`src/sv/pdaw_pkg.sv`:
```
`default_nettype none

package pdaw_pkg;

  localparam int unsigned DW = 32;

  // error deadband edges, Q16.16 (high >= 0, low <= 0)
  localparam logic signed [DW-1:0] DEADBAND_HIGH = 32'sd0;
  localparam logic signed [DW-1:0] DEADBAND_LOW  = 32'sd0;

  localparam logic signed [DW-1:0] SAT_MAX = 32'sh7FFF_FFFF;
  localparam logic signed [DW-1:0] SAT_MIN = 32'sh8000_0000;

  localparam logic signed [DW-1:0] RST_OUT_UPPER = 32'sh0001_0000;
  localparam logic signed [DW-1:0] RST_OUT_LOWER = 32'shFFFF_0000;

  typedef enum logic [1:0] {
    MODE_MANUAL  = 2'd0,
    MODE_AUTO    = 2'd1,
    MODE_CLAMP   = 2'd2,
    MODE_RESTART = 2'd3
  } mode_t;

  typedef enum logic [2:0] {
    REG_PROP_GAIN    = 3'd0,
    REG_INT_GAIN     = 3'd1,
    REG_DERIV_GAIN   = 3'd2,
    REG_OUT_BIAS     = 3'd3,
    REG_OUT_UPPER    = 3'd4,
    REG_OUT_LOWER    = 3'd5,
    REG_WINDUP_UPPER = 3'd6,
    REG_WINDUP_LOWER = 3'd7
  } reg_idx_t;

  typedef struct packed {
    logic signed [DW-1:0] prop_gain;
    logic signed [DW-1:0] integral_gain;
    logic signed [DW-1:0] derivative_gain;
    logic signed [DW-1:0] output_bias;
    logic signed [DW-1:0] output_upper;
    logic signed [DW-1:0] output_lower;
    logic signed [DW-1:0] windup_upper;
    logic signed [DW-1:0] windup_lower;
  } cfg_t;

  // raw products handed from the front stage to the back stage
  typedef struct packed {
    mode_t                mode;
    logic signed [DW-1:0] manual_drive;
    logic signed [63:0]   p_prod;
    logic signed [63:0]   d_prod;
    logic signed [64:0]   i_prod;
  } prod_t;

  typedef struct packed {
    logic signed [DW-1:0] drive;
    logic signed [DW-1:0] prop_term;
    logic signed [DW-1:0] integral_term;
    logic signed [DW-1:0] deriv_term;
  } res_t;

  function automatic logic signed [DW-1:0] sat32(input logic signed [65:0] v);
    logic signed [DW-1:0] r;
    if (v > 66'(SAT_MAX)) begin
      r = SAT_MAX;
    end else if (v < 66'(SAT_MIN)) begin
      r = SAT_MIN;
    end else begin
      r = v[DW-1:0];
    end
    return r;
  endfunction

  // divide by 2^sh, round to nearest, ties away from zero
  function automatic logic signed [65:0] round_shr(input logic signed [65:0] v,
                                                   input int unsigned sh);
    logic signed [65:0] half;
    logic signed [65:0] sum;
    half = 66'sd1 <<< (sh - 1);
    sum  = v + half;
    if (v[65]) begin
      sum = sum - 66'sd1;
    end
    return sum >>> sh;
  endfunction

endpackage

`default_nettype wire

```
`src/sv/pdaw_back.sv`:
```
`default_nettype none

// rounding, headroom, bounded integral and drive selection
module pdaw_back (
  input  wire logic            clk,
  input  wire logic            rst_n,
  input  wire logic            adv,
  input  wire pdaw_pkg::prod_t prod,
  input  wire pdaw_pkg::cfg_t  cfg,
  output pdaw_pkg::res_t       res
);

  logic signed [pdaw_pkg::DW-1:0] acc_r;
  logic signed [pdaw_pkg::DW-1:0] p;
  logic signed [pdaw_pkg::DW-1:0] d;
  logic signed [pdaw_pkg::DW-1:0] itg;
  logic signed [pdaw_pkg::DW-1:0] total;
  logic signed [pdaw_pkg::DW-1:0] auto_drive;
  logic signed [65:0]             d_rnd;
  logic signed [65:0]             incr;
  logic signed [35:0]             base;
  logic signed [35:0]             hp;
  logic signed [35:0]             hn;
  logic signed [35:0]             it;

  always_comb begin
    p     = pdaw_pkg::sat32(pdaw_pkg::round_shr(66'(prod.p_prod), 16));
    d_rnd = pdaw_pkg::round_shr(66'(prod.d_prod), 16);
    d     = pdaw_pkg::sat32(-d_rnd);
    incr  = pdaw_pkg::round_shr(66'(prod.i_prod), 17);

    base = 36'(cfg.output_bias) + 36'(p) + 36'(d);
    hp   = 36'(cfg.output_upper) - base;
    hn   = 36'(cfg.output_lower) - base;
    if (hp < 36'sd0) begin
      hp = '0;
    end
    if (hn > 36'sd0) begin
      hn = '0;
    end

    if (cfg.integral_gain == '0) begin
      it = '0;
    end else begin
      it = 36'(pdaw_pkg::sat32(66'(acc_r) + incr));
    end
    // later limits win when they cross
    if (it > 36'(cfg.windup_upper)) begin
      it = 36'(cfg.windup_upper);
    end
    if (it < 36'(cfg.windup_lower)) begin
      it = 36'(cfg.windup_lower);
    end
    if (it > hp) begin
      it = hp;
    end
    if (it < hn) begin
      it = hn;
    end
    itg = it[pdaw_pkg::DW-1:0];

    total = pdaw_pkg::sat32(66'(base) + 66'(itg));
    priority if (hn == '0) begin
      auto_drive = cfg.output_lower;
    end else if (hp == '0) begin
      auto_drive = cfg.output_upper;
    end else begin
      auto_drive = total;
    end

    unique case (prod.mode)
      pdaw_pkg::MODE_MANUAL: begin
        priority if (prod.manual_drive < cfg.output_lower) begin
          res.drive = cfg.output_lower;
        end else if (prod.manual_drive > cfg.output_upper) begin
          res.drive = cfg.output_upper;
        end else begin
          res.drive = prod.manual_drive;
        end
      end
      pdaw_pkg::MODE_CLAMP: res.drive = '0;
      default:              res.drive = auto_drive;
    endcase
    res.prop_term     = p;
    res.integral_term = itg;
    res.deriv_term    = d;
  end

  always_ff @(posedge clk) begin
    if (!rst_n) begin
      acc_r <= '0;
    end else if (adv) begin
      acc_r <= (prod.mode == pdaw_pkg::MODE_RESTART) ? '0 : itg;
    end
  end

endmodule

`default_nettype wire

```
`config.mk`:
```
export PLATFORM = sky130hd
export DESIGN_NAME = pdaw_back
export DESIGN_NICKNAME = d
export VERILOG_FILES = /design/src/sv/pdaw_pkg.sv /design/src/sv/pdaw_back.sv
export SDC_FILE = /design/constraint.sdc
export NUM_CORES = 2
export LEC_CHECK = 0
export ABC_CLOCK_PERIOD_IN_PS = 70500
export BUFFER_PORTS_ARGS = -buffer_cell sky130_fd_sc_hd__buf_2
export CAP_MARGIN = 15
export CORE_ASPECT_RATIO = 0.7
export CORE_MARGIN = 3
export CORE_UTILIZATION = 64
export CTS_BUF_LIST = sky130_fd_sc_hd__clkbuf_16
export CTS_CLUSTER_DIAMETER = 100
export DETAILED_ROUTE_END_ITERATION = 16
export PLACE_DENSITY_LB_ADDON = 0.08
export RECOVER_POWER = 100
export SETUP_SLACK_MARGIN = 0.1
export SLEW_MARGIN = 20
export SYNTH_ARGS = -nofsm -noshare
export SYNTH_HDL_FRONTEND = slang
export SYNTH_SLANG_ARGS = --single-unit
```
`constraint.sdc`:
```
create_clock -name clk -period 70.5 [get_ports clk]
set_input_delay 14.1 -clock clk [delete_from_list [all_inputs] [get_ports clk]]
set_output_delay 14.1 -clock clk [all_outputs]
set_load 0.01 [all_outputs]
```
==> After elaboration in Yosys (flattened, before gate mapping) <==
Cells that the tools add are included.
{ "word_totals": {"register_bits": 32, "input_bits": 486, "output_inout_bits": 128, "elab_cells": 60} }
{ "op_classes": {"n_addsub": 13, "n_lt_le_gt_ge": 16, "n_eq_ne": 2, "mux": 24, "n_reduce_logical": 4} }
{ "ops": {"columns": ["cell", "count"], "rows": [
  ["$mux 32", 14],
  ["$mux 36", 6],
  ["$mux 66", 3],
  ["$sub 65x2->66 const B", 2],
  ["$add 64x17->65 const B", 2],
  ["$gt 50x32->1 const B", 2],
  ["$lt 50x32->1 const B", 2],
  ["$logic_not 36->1", 2],
  ["$sub 32x34->35", 2],
  ["$add 65x18->66 const B", 1],
  ["$gt 66x32->1 const B", 1],
  ["$lt 66x32->1 const B", 1],
  ["$neg 50->66", 1],
  ["$sub 66x2->66 const B", 1],
  ["$pmux 32 s2", 1],
  ["$add 32x49->50", 1],
  ["$gt 36x32->1", 1],
  ["$gt 36x36->1", 1],
  ["$lt 36x32->1", 1],
  ["$lt 36x36->1", 1],
  ["$add 34x32->35", 1],
  ["$gt 35x1->1 const B", 1],
  ["$gt 35x32->1 const B", 1],
  ["$lt 35x1->1 const B", 1],
  ["8 further kinds", 9]
]} }

==> Logic depth before layout (Yosys ltp) <==
{ "depth": {"depth_word": 23, "depth_mapped": 118, "mapped_depth_nobuf": 107} }

==> Worst setup path before layout <==
OpenSTA, ideal clock, no wires.
{ "synth_timing": {"kind": "in2out", "from": "input prod[18] in the netlist's numbering", "to": "output res[100] in the netlist's numbering", "t_arrival_ps": 34940, "setup_slack_ps": 21460, "path_stages": 115, "path_cell_list": "clkbuf_1 -> nand3_1 -> nor4_1 -> and2_1 -> nand3b_1 -> a211oi_1 -> a31o_2 -> and2_1 -> and2_1 -> nand3_1 -> nor3_1 -> nand3_1 -> or3_1 -> clkbuf_1 -> mux2_2 -> nand3_1 -> o41ai_1 -> xor2_1 -> (+79 left out) -> fa_1 -> nor2b_1 -> o21a_1 -> o21ai_0 -> a21oi_1 -> o2111ai_1 -> nand3_1 -> and3_1 -> o211a_1 -> o2111a_1 -> or2_2 -> a211oi_1 -> a211o_1 -> o21ai_1 -> nand2b_1 -> clkbuf_1 -> a31oi_1 -> o32ai_1"} }
{ "synth_lines": {"columns": ["element", "line_no", "text"], "rows": [
  ["start: declaration", "pdaw_back.sv:8", "input wire pdaw_pkg::prod_t prod,"],
  ["end: declaration", "pdaw_back.sv:10", "output pdaw_pkg::res_t res"]
]} }

==> results.ini <==
[status]
status=finished with violations
violations=capacitance limit, slew limit

[sta]
setup_violations=0
worstMarginPinSlew_ns=2.73
worst_clock_skew_ns=0.00800
maxSlewHeadroom=-0.817
fin_setup_tns_ns=0
fmax_mhz=16.1
setup_ws_ns=8.26
slew_viol_final=287
rsz0062_at_grt=false
period_share=0.883
finalHoldViolations=0
fin_crit_ns=62.24
timing.hold.ws_ns=0.499

[critical_path]
cp_data_arrival_time_ns=48.14
cp_num_cells=96
cp-end-kind=output port
path_max_fanout=62
slowest_stage=clkbuf_1
crit_type=in -> out
crit_top_cell=a21oi_1
critPathMaxStageDelay_ns=1.96
r2r_cells=74
cp-start-kind=input pin
path_buf_inv=10
critPathTopFamily=compound AO/OA/AOI/OAI gates
critical_path_required_ns=56.40
ff2ff_setup_slack_ns=47.87

[synth]
synth_edf_count=0
synth_top_family_by_area=simple AND/OR/NAND/NOR gates
yosys_warnings=0
synth-seq-cells=32
synth_area_per_cell_um2=6.83
synth-xor-area-share=0.126
synthCells=4579
synth-compound-area-share=0.268
ys.flop_type=dfxtp_1
yosys.area_share.simple=0.277
syn_nets=5486
synth.distinct_cells=109
async_flop_share=0
synthAdderAreaFrac=0.177
synth.area.mux_share=0.0531
synth_seq_area_share=0.0205
synth_area_um2=31300

[drt]
final_antenna_net_count=0
post_drt_wl_per_cell_um=23.1
route.detailed.drc=0
routed_via_density=6.81
drtIter0Drc=6254
firstDrtPassIters=7
vias=38298
finalWirelength_mm=130

[finish]
top_register=acc_r
largest_reg_flops=32
area_delta_synth_final_pct=9.46
drive_above_1_share=0.122
finalNonFillerCells=5624
reg_top3=acc_r x32
nets=5869

[min_path]
whs_path_depth=2
hp-class=reg -> reg

[place]
pre_cts_slack_ns=15.41
placed_cells=5609
place.gp.congestion=1.10
hpwlAfterDp_mm=111
io_buffers=549

[pwr]
power.leakage_nw=15.3
ir_drop_mv=0.0605
power_density_nw_per_um2=55.5
fin_total_pwr_mw=1.90

[grt]
grt_start_max_net_pins=65
grt_pass1_wl_mm=191
antenna_found_initial=14
grt_overflow_total=0
track_usage=0.468
grt_pass1_vias=32607

[job]
drv_cap=6

[cts]
clk_pin_slew_worst_paths_ns=0.06
clockRootBuffer=clkbuf_16
cts_buffer_depth=2
post-cts-setup-buffers=0
cts_resized=0
numCtsBuffers=5
cts-htree-levels=2
clock_sinks=32
cts_tree=yes
insertion_delay_ns=0.29
holdBufCountCts=0

[die]
start_util=0.651
die-area_um2=51600
coreArea_um2=48000
io_pins=614
die_x_um=270
die_h_um=191
row_count=67

[cell usage after synthesis, drive strengths merged (36+ instances only)]
cell type  count  area, um^2
nor3         134         686
nand2        347        1310
a211oi        36         275
ha           384        4800
nor2         298        1120
nand3        192         976
mux2i        112        1120
fa            37         741
and2          54         338
and3          75         469
o21ai        254        1270
a21oi        327        1640
inv          409        1540
clkbuf       152         573
o211ai        83         628
buf           51         333
a21o         184        1380
nor4          79         574
mux2          48         541
xnor2        289        2530
nand4        165        1080
xor2         161        1410
nand2b        68         425
o21a          67         503
nor2b         46         288
a31oi         71         450
[cells in the final DEF (no fill, tap or decap), types with 51 or more instances in the layout]
cell type / count
nand4_1: 162
nor4_1: 68
a31oi_1: 69
o21ai_0: 247
nor3_1: 131
a21oi_1: 324
o21a_1: 67
a21o_1: 184
and3_1: 75
inv_1: 409
xnor2_1: 289
nand3_1: 188
nor2_1: 297
buf_2: 432
clkbuf_1: 123
nand2_1: 346
mux2i_1: 112
xor2_1: 161
ha_1: 384
and2_1: 51
nand2b_1: 68
o211ai_1: 82
[metrics by stage]
step                instance area, um^2  utilization
floorplan                         31300            -
global placement                  34300        0.713
CTS                               34400        0.716
global route                      34200        0.713
finish                            34200        0.713
detailed placement                34300        0.713
[cell type report]
type / instances / area (um^2)
Clock inverter: 3 / 18.8
Timing Repair Buffer: 579 / 2810
Clock buffer: 5 / 125
Fill cell: 4323 / 13800
Sequential cell: 32 / 641
Inverter: 410 / 1540
Multi-Input combinational cell: 3934 / 28300
Tap cell: 655 / 820
Antenna cell: 6 / 15.0
[kinds of logic after synthesis]
logic type / count (synthesis)
xor+xnor: 450
mux: 160
buf+inv: 613
fa+ha+maj: 421
flops: 32
compound gates: 1270
simple gates: 1633
[layer usage]
layer | up-vias | share of wire | GRT usage
li1 | 17532 | - | -
met1 | 17654 | 0.41 | 0.668
met2 | 2715 | 0.38 | 0.649
met3 | 383 | 0.17 | 0.179
met4 | 14 | 0.040 | 0.122
met5 | - | 0.00065 | 0
[power breakdown]
group / leakage [nW] / total, mW / internal [mW] / switching (mW)
Sequential: 0.262 / 0.0262 / 0.0224 / 0.00382
Clock: 0.0635 / 0.0218 / 0.0130 / 0.00889
Combinational: 15.0 / 1.85 / 0.623 / 1.23
Total: 15.3 / 1.90 / 0.658 / 1.24
[worst min-delay path: cells and delay by family (launching register included)]
| family | cells | cell delay (ns) |
|---|---|---|
| AO/OA/AOI/OAI | 1 | 0.07 |
| AND/OR/NAND/NOR | 1 | 0.06 |
| flip-flops | 1 | 0.32 |
[path summary, 6_finish.rpt]
check,from,endpoint
worst min register to register,acc_r[6],acc_r[6]
worst min-delay path,acc_r[6],acc_r[6]
worst max-delay path,prod[80],res[106]
worst max register to register,acc_r[31],acc_r[4]
(Power assumes the default switching activity.)
